File: src/sv/plen_pkg.sv
`timescale 1ns / 1ps
// plen_pkg: shared types and constants for the polyline length and area block.
// Depends on nothing; used by plen_mul, plen_isqrt, polyline_length_and_area and tb.

package plen_pkg;

    // Default values of the top-level parameters
    localparam int MAX_POINTS_DEF       = 1024;
    localparam int COORD_BITS_DEF       = 16;
    localparam int LENGTH_FRAC_BITS_DEF = 8;

    // Fixed result widths
    localparam int LEN_W      = 35;
    localparam int AREA_OUT_W = 43;
    localparam int AREA_SUM_W = 44;
    localparam int COUNT_W    = 11;

    // Saturation limits of the running sums
    localparam logic [LEN_W-1:0]      LEN_MAX  = '1;
    localparam logic [AREA_OUT_W-1:0] AREA_MAX = '1;

    // Sequencer states
    typedef enum logic [2:0] {
        S_IDLE,
        S_SQ_X,
        S_SQ_Y,
        S_TERM,
        S_START,
        S_WAIT,
        S_NEXT,
        S_DONE
    } state_t;

endpackage

File: src/sv/plen_mul.sv
`timescale 1ns / 1ps
// plen_mul: shared signed multiplier with a registered product.
// Takes its default width from plen_pkg; instantiated by polyline_length_and_area.

module plen_mul #(
    parameter int A_W = plen_pkg::COORD_BITS_DEF + 1
) (
    input  logic                    clk,
    input  logic signed [A_W-1:0]   op_a,
    input  logic signed [A_W-1:0]   op_b,
    output logic signed [2*A_W-1:0] prod
);

    logic signed [2*A_W-1:0] prod_reg;

    // Register the product every cycle; the sequencer picks it up in the next cycle
    always_ff @(posedge clk)
    begin
        prod_reg <= op_a * op_b;
    end

    assign prod = prod_reg;

endmodule

File: src/sv/plen_isqrt.sv
`timescale 1ns / 1ps
// plen_isqrt: restoring integer square root, one root bit per cycle,
// with extra fraction bits and round-to-nearest. Defaults come from plen_pkg.

module plen_isqrt #(
    parameter int RAD_W     = 2 * plen_pkg::COORD_BITS_DEF + 1,
    parameter int FRAC_BITS = plen_pkg::LENGTH_FRAC_BITS_DEF
) (
    input  logic                                      clk,
    input  logic                                      rst_n,
    input  logic                                      start,
    input  logic [RAD_W-1:0]                          radicand,
    output logic                                      done,
    output logic [(RAD_W + 1) / 2 + FRAC_BITS:0]      root_out
);

    localparam int NPAIR = (RAD_W + 1) / 2;
    localparam int SH_W  = 2 * NPAIR;
    localparam int N_IT  = NPAIR + FRAC_BITS;
    localparam int R_W   = N_IT;
    localparam int RM_W  = R_W + 2;
    localparam int CNT_W = (N_IT > 1) ? $clog2(N_IT) : 1;

    logic             busy_reg, busy_next;
    logic             fin_reg, fin_next;
    logic             done_reg, done_next;
    logic [CNT_W-1:0] cnt_reg, cnt_next;
    logic [RM_W-1:0]  rem_reg, rem_next;
    logic [R_W-1:0]   root_reg, root_next;
    logic [SH_W-1:0]  sh_reg, sh_next;
    logic [R_W:0]     root_out_reg, root_out_next;

    logic [RM_W-1:0]  rem_sh;
    logic [RM_W-1:0]  trial;

    // One step: bring down the next bit pair, try to subtract 4*root+1
    always_comb
    begin
        rem_sh = {rem_reg[R_W-1:0], sh_reg[SH_W-1 -: 2]};
        trial  = {root_reg, 2'b01};
    end

    always_comb
    begin
        busy_next     = busy_reg;
        fin_next      = 1'b0;
        done_next     = 1'b0;
        cnt_next      = cnt_reg;
        rem_next      = rem_reg;
        root_next     = root_reg;
        sh_next       = sh_reg;
        root_out_next = root_out_reg;

        if (start)
        begin
            busy_next = 1'b1;
            cnt_next  = '0;
            rem_next  = '0;
            root_next = '0;
            sh_next   = SH_W'(radicand);
        end
        else if (busy_reg)
        begin
            sh_next = {sh_reg[SH_W-3:0], 2'b00};
            if (rem_sh >= trial)
            begin
                rem_next  = rem_sh - trial;
                root_next = {root_reg[R_W-2:0], 1'b1};
            end
            else
            begin
                rem_next  = rem_sh;
                root_next = {root_reg[R_W-2:0], 1'b0};
            end
            cnt_next = cnt_reg + 1'b1;
            if (cnt_reg == CNT_W'(N_IT - 1))
            begin
                busy_next = 1'b0;
                fin_next  = 1'b1;
            end
        end
        else if (fin_reg)
        begin
            // Round to nearest: bump when the remainder exceeds the root
            if (rem_reg > RM_W'(root_reg))
                root_out_next = (R_W + 1)'(root_reg) + 1'b1;
            else
                root_out_next = (R_W + 1)'(root_reg);
            done_next = 1'b1;
        end
    end

    always_ff @(posedge clk or negedge rst_n)
    begin
        if (!rst_n)
        begin
            busy_reg <= 1'b0;
            fin_reg  <= 1'b0;
            done_reg <= 1'b0;
            cnt_reg  <= '0;
        end
        else
        begin
            busy_reg <= busy_next;
            fin_reg  <= fin_next;
            done_reg <= done_next;
            cnt_reg  <= cnt_next;
        end
    end

    // Datapath registers need no reset
    always_ff @(posedge clk)
    begin
        rem_reg      <= rem_next;
        root_reg     <= root_next;
        sh_reg       <= sh_next;
        root_out_reg <= root_out_next;
    end

    assign done     = done_reg;
    assign root_out = root_out_reg;

endmodule

File: src/sv/polyline_length_and_area.sv
`timescale 1ns / 1ps
// polyline_length_and_area: path length and shoelace area of one curve.
// Depends on plen_pkg, plen_mul and plen_isqrt.
//
//  channel | handshake                  | payload
//  --------+----------------------------+---------------------------------------------
//  point   | point_valid / point_stall  | point_x, point_y, curve_closed, last_vertex
//  result  | result_valid / result_stall| path_length_q8, area_halves, vertex_count,
//          |                            | too_many
//
// A vertex that adds a segment steps through S_SQ_X, S_SQ_Y, S_TERM, S_START,
// S_WAIT and S_NEXT; in S_WAIT the bit-serial square root works out its
// (2*COORD_BITS+2)/2 + LENGTH_FRAC_BITS root bits. Three products share one
// multiplier, one per cycle. A closed curve's last vertex also runs the closing segment,
// then posts. The first vertex and dropped vertices go straight to S_NEXT.
// point_stall is high while a request is in work; a posted result waits in the
// output register. Reset is asynchronous and needs no clearing pass.

module polyline_length_and_area #(
    parameter int MAX_POINTS       = plen_pkg::MAX_POINTS_DEF,
    parameter int COORD_BITS       = plen_pkg::COORD_BITS_DEF,
    parameter int LENGTH_FRAC_BITS = plen_pkg::LENGTH_FRAC_BITS_DEF
) (
    input  logic                              clk,
    input  logic                              rst_n,
    input  logic                              point_valid,
    output logic                              point_stall,
    input  logic signed [COORD_BITS-1:0]      point_x,
    input  logic signed [COORD_BITS-1:0]      point_y,
    input  logic                              curve_closed,
    input  logic                              last_vertex,
    output logic                              result_valid,
    input  logic                              result_stall,
    output logic [plen_pkg::LEN_W-1:0]        path_length_q8,
    output logic [plen_pkg::AREA_OUT_W-1:0]   area_halves,
    output logic [plen_pkg::COUNT_W-1:0]      vertex_count,
    output logic                              too_many
);

    localparam int D_W    = COORD_BITS + 1;
    localparam int P_W    = 2 * D_W;
    localparam int D2_W   = 2 * COORD_BITS + 1;
    localparam int N_IT   = (D2_W + 1) / 2 + LENGTH_FRAC_BITS;
    localparam int SQ_W   = N_IT + 1;
    localparam int LS_W   = ((plen_pkg::LEN_W > SQ_W) ? plen_pkg::LEN_W : SQ_W) + 1;
    localparam int AW     = ((plen_pkg::AREA_SUM_W > P_W) ? plen_pkg::AREA_SUM_W : P_W) + 1;
    localparam int CNT_W  = $clog2(MAX_POINTS + 1);
    localparam int AS_W   = plen_pkg::AREA_SUM_W;

    localparam logic signed [AW-1:0] AREA_HI = AW'(plen_pkg::AREA_MAX);
    localparam logic signed [AW-1:0] AREA_LO = -AREA_HI;

    plen_pkg::state_t state_reg, state_next;

    logic signed [COORD_BITS-1:0] first_x_reg, first_x_next;
    logic signed [COORD_BITS-1:0] first_y_reg, first_y_next;
    logic signed [COORD_BITS-1:0] prev_x_reg, prev_x_next;
    logic signed [COORD_BITS-1:0] prev_y_reg, prev_y_next;
    logic [plen_pkg::LEN_W-1:0]   length_sum_reg, length_sum_next;
    logic signed [AS_W-1:0]       area_sum_reg, area_sum_next;
    logic [CNT_W-1:0]             count_reg, count_next;
    logic                         overflow_reg, overflow_next;
    logic                         last_reg, last_next;
    logic                         closed_reg, closed_next;
    logic                         closing_reg, closing_next;

    logic signed [D_W-1:0]        dx_reg, dx_next;
    logic signed [D_W-1:0]        dy_reg, dy_next;
    logic signed [D_W-1:0]        sy_reg, sy_next;
    logic [D2_W-1:0]              d2_reg, d2_next;

    logic                           result_valid_reg, result_valid_next;
    logic [plen_pkg::LEN_W-1:0]     length_out_reg, length_out_next;
    logic [plen_pkg::AREA_OUT_W-1:0] area_out_reg, area_out_next;
    logic [plen_pkg::COUNT_W-1:0]   count_out_reg, count_out_next;
    logic                           too_many_reg, too_many_next;

    logic signed [D_W-1:0]  mul_a, mul_b;
    logic signed [P_W-1:0]  mul_prod;
    logic                   isq_start;
    logic                   isq_done;
    logic [SQ_W-1:0]        isq_len;

    logic [LS_W-1:0]        len_wide;
    logic signed [AW-1:0]   area_wide;
    logic signed [AS_W-1:0] area_abs;

    // Shared multiplier: dx*dx, dy*dy, then dx*(y_b + y_a)
    plen_mul #(
        .A_W (D_W)
    ) u_mul (
        .clk  (clk),
        .op_a (mul_a),
        .op_b (mul_b),
        .prod (mul_prod)
    );

    // Shared bit-serial square root of the segment length
    plen_isqrt #(
        .RAD_W     (D2_W),
        .FRAC_BITS (LENGTH_FRAC_BITS)
    ) u_isqrt (
        .clk      (clk),
        .rst_n    (rst_n),
        .start    (isq_start),
        .radicand (d2_reg),
        .done     (isq_done),
        .root_out (isq_len)
    );

    // Select multiplier operands by sequencer step
    always_comb
    begin
        unique case (state_reg)
            plen_pkg::S_SQ_Y:
            begin
                mul_a = dy_reg;
                mul_b = dy_reg;
            end
            plen_pkg::S_TERM:
            begin
                mul_a = dx_reg;
                mul_b = sy_reg;
            end
            default:
            begin
                mul_a = dx_reg;
                mul_b = dx_reg;
            end
        endcase
    end

    // Wide sums for saturation, and absolute area
    always_comb
    begin
        len_wide  = LS_W'(length_sum_reg) + LS_W'(isq_len);
        area_wide = AW'(area_sum_reg) + AW'(mul_prod);
        area_abs  = (area_sum_reg < 0) ? -area_sum_reg : area_sum_reg;
    end

    // Sequencer: next state and datapath updates
    always_comb
    begin
        state_next        = state_reg;
        first_x_next      = first_x_reg;
        first_y_next      = first_y_reg;
        prev_x_next       = prev_x_reg;
        prev_y_next       = prev_y_reg;
        length_sum_next   = length_sum_reg;
        area_sum_next     = area_sum_reg;
        count_next        = count_reg;
        overflow_next     = overflow_reg;
        last_next         = last_reg;
        closed_next       = closed_reg;
        closing_next      = closing_reg;
        dx_next           = dx_reg;
        dy_next           = dy_reg;
        sy_next           = sy_reg;
        d2_next           = d2_reg;
        isq_start         = 1'b0;
        result_valid_next = result_valid_reg & result_stall;
        length_out_next   = length_out_reg;
        area_out_next     = area_out_reg;
        count_out_next    = count_out_reg;
        too_many_next     = too_many_reg;

        unique case (state_reg)
            plen_pkg::S_IDLE:
            begin
                if (point_valid)
                begin
                    last_next    = last_vertex;
                    closed_next  = curve_closed;
                    closing_next = 1'b0;
                    if (count_reg == '0)
                    begin
                        first_x_next = point_x;
                        first_y_next = point_y;
                        prev_x_next  = point_x;
                        prev_y_next  = point_y;
                        count_next   = CNT_W'(1);
                        state_next   = plen_pkg::S_NEXT;
                    end
                    else if (count_reg != CNT_W'(MAX_POINTS))
                    begin
                        dx_next     = D_W'(point_x) - D_W'(prev_x_reg);
                        dy_next     = D_W'(point_y) - D_W'(prev_y_reg);
                        sy_next     = D_W'(point_y) + D_W'(prev_y_reg);
                        prev_x_next = point_x;
                        prev_y_next = point_y;
                        count_next  = count_reg + 1'b1;
                        state_next  = plen_pkg::S_SQ_X;
                    end
                    else
                    begin
                        overflow_next = 1'b1;
                        state_next    = plen_pkg::S_NEXT;
                    end
                end
            end
            plen_pkg::S_SQ_X:
            begin
                state_next = plen_pkg::S_SQ_Y;
            end
            plen_pkg::S_SQ_Y:
            begin
                d2_next    = D2_W'($unsigned(mul_prod));
                state_next = plen_pkg::S_TERM;
            end
            plen_pkg::S_TERM:
            begin
                d2_next    = d2_reg + D2_W'($unsigned(mul_prod));
                state_next = plen_pkg::S_START;
            end
            plen_pkg::S_START:
            begin
                // Kick off the root and fold in the trapezoid term
                isq_start = 1'b1;
                if (area_wide > AREA_HI)
                    area_sum_next = AS_W'(AREA_HI);
                else if (area_wide < AREA_LO)
                    area_sum_next = AS_W'(AREA_LO);
                else
                    area_sum_next = AS_W'(area_wide);
                state_next = plen_pkg::S_WAIT;
            end
            plen_pkg::S_WAIT:
            begin
                if (isq_done)
                begin
                    if (len_wide > LS_W'(plen_pkg::LEN_MAX))
                        length_sum_next = plen_pkg::LEN_MAX;
                    else
                        length_sum_next = plen_pkg::LEN_W'(len_wide);
                    state_next = plen_pkg::S_NEXT;
                end
            end
            plen_pkg::S_NEXT:
            begin
                if (last_reg && closed_reg && !closing_reg)
                begin
                    // Closing segment from the last kept vertex back to the first
                    dx_next      = D_W'(first_x_reg) - D_W'(prev_x_reg);
                    dy_next      = D_W'(first_y_reg) - D_W'(prev_y_reg);
                    sy_next      = D_W'(first_y_reg) + D_W'(prev_y_reg);
                    closing_next = 1'b1;
                    state_next   = plen_pkg::S_SQ_X;
                end
                else if (last_reg)
                    state_next = plen_pkg::S_DONE;
                else
                    state_next = plen_pkg::S_IDLE;
            end
            plen_pkg::S_DONE:
            begin
                // Post the result once the output register is free, then clear
                if (!result_valid_reg || !result_stall)
                begin
                    result_valid_next = 1'b1;
                    length_out_next   = length_sum_reg;
                    area_out_next     = closed_reg ? plen_pkg::AREA_OUT_W'(area_abs) : '0;
                    count_out_next    = plen_pkg::COUNT_W'(count_reg);
                    too_many_next     = overflow_reg;
                    first_x_next      = '0;
                    first_y_next      = '0;
                    prev_x_next       = '0;
                    prev_y_next       = '0;
                    length_sum_next   = '0;
                    area_sum_next     = '0;
                    count_next        = '0;
                    overflow_next     = 1'b0;
                    state_next        = plen_pkg::S_IDLE;
                end
            end
            default:
            begin
                state_next = plen_pkg::S_IDLE;
            end
        endcase
    end

    always_ff @(posedge clk or negedge rst_n)
    begin
        if (!rst_n)
        begin
            state_reg        <= plen_pkg::S_IDLE;
            first_x_reg      <= '0;
            first_y_reg      <= '0;
            prev_x_reg       <= '0;
            prev_y_reg       <= '0;
            length_sum_reg   <= '0;
            area_sum_reg     <= '0;
            count_reg        <= '0;
            overflow_reg     <= 1'b0;
            last_reg         <= 1'b0;
            closed_reg       <= 1'b0;
            closing_reg      <= 1'b0;
            result_valid_reg <= 1'b0;
        end
        else
        begin
            state_reg        <= state_next;
            first_x_reg      <= first_x_next;
            first_y_reg      <= first_y_next;
            prev_x_reg       <= prev_x_next;
            prev_y_reg       <= prev_y_next;
            length_sum_reg   <= length_sum_next;
            area_sum_reg     <= area_sum_next;
            count_reg        <= count_next;
            overflow_reg     <= overflow_next;
            last_reg         <= last_next;
            closed_reg       <= closed_next;
            closing_reg      <= closing_next;
            result_valid_reg <= result_valid_next;
        end
    end

    // Segment operands and result payload hold without reset
    always_ff @(posedge clk)
    begin
        dx_reg         <= dx_next;
        dy_reg         <= dy_next;
        sy_reg         <= sy_next;
        d2_reg         <= d2_next;
        length_out_reg <= length_out_next;
        area_out_reg   <= area_out_next;
        count_out_reg  <= count_out_next;
        too_many_reg   <= too_many_next;
    end

    assign point_stall    = (state_reg != plen_pkg::S_IDLE);
    assign result_valid   = result_valid_reg;
    assign path_length_q8 = length_out_reg;
    assign area_halves    = area_out_reg;
    assign vertex_count   = count_out_reg;
    assign too_many       = too_many_reg;

    // The vertex count never runs past the limit
    a_count_bound: assert property (@(posedge clk) disable iff (!rst_n)
        count_reg <= CNT_W'(MAX_POINTS))
        else $error("vertex count above limit");

    // The area sum stays inside its saturation range
    a_area_bound: assert property (@(posedge clk) disable iff (!rst_n)
        (AW'(area_sum_reg) <= AREA_HI) && (AW'(area_sum_reg) >= AREA_LO))
        else $error("area sum outside saturation range");

    // A root finishes only while the sequencer waits for it
    a_root_done: assert property (@(posedge clk) disable iff (!rst_n)
        isq_done |-> (state_reg == plen_pkg::S_WAIT))
        else $error("root finished outside the wait step");

    // A new result appears only after the posting step
    a_post: assert property (@(posedge clk) disable iff (!rst_n)
        $rose(result_valid_reg) |-> ($past(state_reg) == plen_pkg::S_DONE))
        else $error("result posted outside the posting step");

    // After posting, the curve state is cleared
    a_clear: assert property (@(posedge clk) disable iff (!rst_n)
        (state_reg == plen_pkg::S_DONE && (!result_valid_reg || !result_stall))
        |=> (count_reg == '0 && length_sum_reg == '0 && !overflow_reg))
        else $error("curve state not cleared after posting");

endmodule

File: config.mk
export PLATFORM = sky130hd
export DESIGN_NAME = polyline_length_and_area
export DESIGN_NICKNAME = d
export VERILOG_FILES = /design/src/sv/plen_pkg.sv /design/src/sv/plen_mul.sv /design/src/sv/plen_isqrt.sv /design/src/sv/polyline_length_and_area.sv
export SDC_FILE = /design/constraint.sdc
export NUM_CORES = 2
export LEC_CHECK = 0
export BUFFER_PORTS_ARGS = -buffer_cell sky130_fd_sc_hd__buf_2
export CORE_MARGIN = 3
export CORE_UTILIZATION = 40
export CTS_CLUSTER_DIAMETER = 60
export CTS_CLUSTER_SIZE = 10
export DETAILED_ROUTE_END_ITERATION = 7
export PLACE_DENSITY_LB_ADDON = 0.05
export SYNTH_ARGS = -nofsm -noshare
export SYNTH_HDL_FRONTEND = slang
export SYNTH_SLANG_ARGS = --single-unit
File: constraint.sdc
create_clock -name clk -period 8.2 [get_ports clk]
set_clock_uncertainty 0.05 [all_clocks]
set_input_delay 1.23 -clock clk [delete_from_list [all_inputs] [get_ports clk]]
set_output_delay 1.23 -clock clk [all_outputs]
set_load 0.02 [all_outputs]
== After elaboration in Yosys (flattened, before gate mapping) ==
Cells that the tools add are included.

* Flip-flop bits (word level): 490
* Output and inout port bits: 92
* Logic and storage cells: 182

* $add $sub $neg: 14
* Multiply operators: 1
* Magnitude comparators: 6
* Eq/ne operators: 18
* Muxes and demuxes: 82
* Bitwise operators: 3
* Reduce and logical (&&, ||, !) cells: 26

{| class="wikitable"
|+ Operators with widths
! cell !! count
|-
| 17-bit 2-to-1 mux || 13
|-
| 16-bit 2-to-1 mux || 11
|-
| 17-bit one-hot mux with 2 select lines || 4
|-
| 44-bit 2-to-1 mux || 3
|-
| 16-bit one-hot mux with 2 select lines || 4
|-
| 35-bit 2-to-1 mux || 3
|-
| 44-bit one-hot mux with 2 select lines || 1
|-
| 35-bit one-hot mux with 2 select lines || 1
|-
| 16-bit by 16-bit subtractor with 17-bit output || 4
|-
| 33-bit 2-to-1 mux || 2
|-
| 33-bit one-hot mux with 2 select lines || 1
|-
| 44-bit by 34-bit adder with 45-bit output || 1
|-
| 45-bit by 44-bit > comparator with 1-bit output (second input constant) || 1
|-
| 45-bit by 44-bit less-than comparator with 1-bit output (second input constant) || 1
|-
| 44-bit by 1-bit less-than comparator with 1-bit output (second input constant) || 1
|-
| 11-bit 2-to-1 mux || 4
|-
| 43-bit 2-to-1 mux || 1
|-
| 43-bit negator || 1
|-
| 35-bit by 26-bit adder with 36-bit output || 1
|-
| 36-bit by 35-bit > comparator with 1-bit output (second input constant) || 1
|-
| 16-bit by 16-bit adder with 17-bit output || 2
|-
| 17-bit by 17-bit multiplier with 34-bit output || 1
|-
| 33-bit adder || 1
|-
| 27-bit greater-or-equal comparator || 1
|-
| other kinds (34) || 86
|}

== Longest topological paths before layout ==
* Word-level depth: 5
* Mapped depth: 32
* Gate-level depth less buffers: 28

== Hierarchy ==
From an unflattened synthesis, not the netlist that was laid out.

* Cell total of the unflattened synthesis: 4342
* Area total of the unflattened synthesis: 40601.4 um2

{| class="wikitable"
|+ By module, submodules not included
! module !! times used !! cells each !! area each (um2) !! sequential area each (um2)
|-
| polyline_length_and_area || 1 || 2390 || 21754.6 || 9248.9
|-
| plen_mul || 1 || 1256 || 11781.3 || 680.7
|-
| plen_isqrt || 1 || 696 || 7065.5 || 3032.9
|}

== Least setup slack after synthesis ==
OpenSTA, ideal clock, no wires.

* Kind: reg2reg
* Start: reg state_reg[2]
* End: reg u_mul.prod_reg[33] (netlist: u_mul.prod[33])
* Setup time: 72 ps
* Arrival: 7883 ps
* Data required time: 8078 ps
* Slack: 195 ps
* Stages on the path, launching flop included: 29
* Buffers on the path: 4
* Clock period less this slack: 8005 ps
* Cell sequence: dfrtp_1 -> clkbuf_1 -> nand2b_1 -> clkbuf_1 -> nor2_1 -> clkbuf_1 -> clkbuf_1 -> mux2_2 -> nand2_1 -> fa_1 -> fa_1 -> fa_1 -> inv_1 -> fa_1 -> fa_1 -> inv_1 -> fa_1 -> inv_1 -> ha_1 -> a21o_1 -> a21o_1 -> a21oi_1 -> nand2b_1 -> o221a_2 -> o21a_1 -> a41o_1 -> a211o_1 -> a21oi_1 -> xnor2_1

* Cells in the longest elaborated chain, start to end: 3
* Elaborated cells between the ends (all ways): 5
* Those cells by class: 1 x mul; 2 x eq/ne; 2 x mux

{| class="wikitable"
|+ Ends and longest elaborated chain
! element !! line !! RTL
|-
| start, declared || polyline_length_and_area.sv:53 || <nowiki>plen_pkg::state_t state_reg, state_next;</nowiki>
|-
| start signal, assigned || polyline_length_and_area.sv:286 || <nowiki>state_reg <= plen_pkg::S_IDLE;</nowiki>
|-
| start signal, assigned || polyline_length_and_area.sv:302 || <nowiki>state_reg <= state_next;</nowiki>
|-
| 3-bit by 2-bit == test with 1-bit output || polyline_length_and_area.sv:114 || <nowiki>unique case (state_reg)</nowiki>
|-
| 17-bit one-hot mux with 2 select lines or 17-bit 2-to-1 mux (tied branches) || polyline_length_and_area.sv:114 ||
|-
| 17-bit by 17-bit multiplier with 34-bit output * || plen_mul.sv:19 || <nowiki>prod_reg <= op_a * op_b;</nowiki>
|-
| end signal, assigned || plen_mul.sv:19 ||
|-
| end, declared || plen_mul.sv:14 || <nowiki>logic signed [2*A_W-1:0] prod_reg;</nowiki>
|}

Every way passes the cells marked *; elsewhere a longest branch is shown, timed or not.
A chain may end at the register's enable or synchronous reset.

== Final worst setup path ==
* Start: reg state_reg[0]
* End: reg u_mul.prod_reg[33] (netlist: u_mul.prod[33])

Same word-level chain as after synthesis.

==> impl_metrics.csv <==
group,metric,value,unit
outcome,status,"finished, final reports clean",
critical_path,arrival,8050,ps
clocking,cts_resized,0,
yosys,syn_area,0.04002,mm^2
power_and_ir_drop,intPower,4.530,mW
floorplanning,core,0.09885,mm^2
route,routed_wirelength,107400,um
route,vias_per_cell,5.186,
route,drcViolationCount,0,
sta,hold_viol_final,0,
critical_path,rrSetupSlack,560,ps
critical_path,crit_fanout,19,
clocking,tritoncts,"done",
layout,largest_register_ffs,44,
route,drt_iter0_markers,1712,
layout,layout_common_cells,"nand2_1, inv_1, nor2_1",
layout,fill_cells,9699,
layout,syn2layout_area_growth,11.71,%
layout,final_common_cell,"nand2_1",
route,wl_per_cell,18.32,um
clocking,postCtsSetupBuffers,0,
sta,slew_headroom,24.00,%
yosys,async_flop_share,34.76,%
floorplanning,ios,130,
power_and_ir_drop,p_seq_share,44.1,%
global_routing,grt_pass1_vias,30523,
layout,drive_gt1_share,8.528,%
clocking,holdBufCountCts,0,
power_and_ir_drop,swShare,21.83,%
power_and_ir_drop,p_clk_share,53.9,%
yosys,yosysSeqAreaShare,32.39,%
sta,setup-violations-final,0,
route,ant_nets,0,
yosys,synth.distinct_cells,85,
sta,rsz0062_at_grt,"false",
layout,nets,5122,
global_routing,grt_usage,20.80,%
floorplanning,start_util,40.48,%
sta,fin_tns_setup,0,ps
floorplanning,die_area,0.1039,mm^2
yosys,yosysWarnings,0,
floorplanning,die_height,322.3,um
power_and_ir_drop,power.switching,1.265,mW
power_and_ir_drop,power_frac_comb,2.0,%
floorplanning,rows,115,
global_routing,grt_antenna_before_repair,3,
clocking,numCtsBuffers,72,
floorplanning,chipWidth,322.3,um
layout,seq_area,0.01296,mm^2
clocking,clock_sinks,489,
critical_path,cp.required,8610,ps
sta,period_share,93.18,%
hold_path,worstHoldPathType,"flip-flop to flip-flop",
layout,multiInputGateArea,0.02471,mm^2
global_routing,grt_max_degree,71,
clocking,clk_pin_slew,60,ps
clocking,h-tree-depth,3,
power_and_ir_drop,powerDensity,129.6,mW/mm^2
clocking,root_buffer,"clkbuf_16",
clocking,clock_latency,620,ps
route,dr.pass1.iters,7,
clocking,clockBufferDepth,3,
place,place.gp.congestion,0.9115,
layout,num_antenna_cells,0,
yosys,synth_cells,4394,
sta,min_period,7641,ps
sta,report.final.slew_viol_count,0,
yosys,syn-num-nets,5003,
route,vias,30392,
critical_path,critPathKind,"flip-flop to flip-flop",
critical_path,end_kind,"flip-flop",
place,portBuffers,129,
power_and_ir_drop,ir_drop,0.1326,mV
yosys,synth_ff_type,"edfxtp_1",
yosys,synth-edff-count,232,
critical_path,startpoint_type,"flip-flop",
global_routing,grt_first_pass_wirelength,171500,um
yosys,syn_avg_cell_area,9.108,um^2
yosys,ys_ff_latch,489,
sta,worstMarginPinSlew,1131,ps
sta,fmax,130.9,MHz
sta,holdWs,409.2,ps
global_routing,grt_overflow,0,
job,drv_cap,0,
power_and_ir_drop,p_leak,20.01,nW
place,dp.final_hpwl,84000,um
[power by group through the flow]
| stage | combinational (mW) | sequential [mW] | clock [mW] |
|---|---|---|---|
| floorplan | 0.0690 | 2.60 | 0 |
| global placement | 0.119 | 2.60 | 0 |
| detailed placement | 0.119 | 2.60 | 0 |
| CTS | 0.119 | 2.55 | 3.23 |
| global route | 0.134 | 2.55 | 3.33 |
| finish | 0.116 | 2.56 | 3.12 |
[worst paths after layout]
| kind | startpoint | endpoint | cells past startpoint |
|---|---|---|---|
| setup / recovery | state_reg[0]$_DFFE_PN0P_ | u_mul.prod[33]$_DFF_P_ | 24 |
| max in group asynchronous | rst_n | u_isqrt.busy_reg$_DFF_PN0_ | 2 |
| hold reg to reg | overflow_reg$_DFFE_PN0P_ | too_many$_DFFE_PP_ | 0 |
| hold / removal | overflow_reg$_DFFE_PN0P_ | too_many$_DFFE_PP_ | 0 |
| min in group asynchronous | rst_n | area_sum_reg[32]$_DFFE_PN0P_ | 1 |
| setup reg to reg | state_reg[0]$_DFFE_PN0P_ | u_mul.prod[33]$_DFF_P_ | 24 |
[worst max-delay path, cell delays in order (launching register included)]
cell and delay (ps):
dfrtp_2 590, nor2_4 260, buf_4 320, mux2_2 490
nand2_1 120, fa_1 460, fa_1 470, fa_1 550
inv_1 60, fa_1 470, fa_1 540, inv_1 50
fa_1 530, inv_1 40, ha_1 350, a21o_1 190
a21o_1 200, a21oi_1 330, nand2b_1 100, o221a_2 280
o21a_1 240, a41o_1 300, a211o_1 270, a21oi_1 170
xnor2_1 80
[through the flow]
stage               worst slack (ps)  instances  utilization [%]  power [mW]  instance area, um^2
floorplan                      194.6       4394                -       2.672                40020
global placement               675.8       5726            42.78       2.721                42290
detailed placement             609.2       5726            42.78       2.722                42290
CTS                            569.7       5860            45.23       5.901                44710
global route                   121.2       5860            45.23       6.015                44710
finish                         559.5       5860            45.23       5.795                44710
[area by class of cell]
class | instances | share of cell area, %
Multi-Input combinational cell | 3261 | 55.27
Inverter | 494 | 4.153
Tap cell | 1287 | 3.602
Timing Repair Buffer | 195 | 2.572
Sequential cell | 489 | 29.00
Clock buffer | 103 | 4.450
Clock inverter | 31 | 0.9488
[cells in the mapped netlist (all sizes together), types with 6 or more instances]
cell type,n,area [um^2]
o21ai,317,1590
o31ai,21,167.7
a211oi,23,172.7
nand3,60,300.3
a21oi,232,1165
nand2b,42,277.8
a211o,11,96.34
dfrtp,170,4254
mux2,25,281.5
nor3,50,250.2
a31oi,35,234.0
and3,40,250.2
a41o,6,60.06
inv,492,1847
nand4,23,143.9
o21a,45,337.8
o2111ai,6,52.55
a21boi,7,52.55
nor4,12,75.07
xnor2,189,1655
a311oi,8,70.07
and2,55,344.1
or4,9,71.32
o211ai,18,135.1
mux2i,77,770.7
a2111oi,10,87.58
nor2,391,1468
a21o,72,540.5
o31a,6,52.55
nor2b,32,200.2
fa,302,6046
o21bai,29,217.7
or2,19,121.4
dfxtp,87,1742
buf,17,77.57
xor2,57,499.2
nand2,644,2417
clkbuf,133,499.2
ha,269,3366
o41ai,12,123.9
edfxtp,232,6967
or3,22,157.7
[routing by layer]
metal  vias to the layer above  routed length (um)  GRT usage [%]
met5                         -                   0              0
met1                     14663               49560          27.53
met2                       505               52010          36.25
met4                         0                2285          5.189
li1                      15089                   -              -
met3                       135                3502          2.466
[cell families after synthesis]
group | Yosys count | share of synthesized area (%)
and+or+nand+nor | 1422 | 15.67
adders and majority gates | 573 | 23.57
DFF | 489 | 32.39
buffers and inverters | 644 | 6.075
muxes | 102 | 2.629
xor gates and xnor gates | 246 | 5.384
AOI/OAI and AO/OA | 918 | 14.28
(Power assumes the default switching activity.)
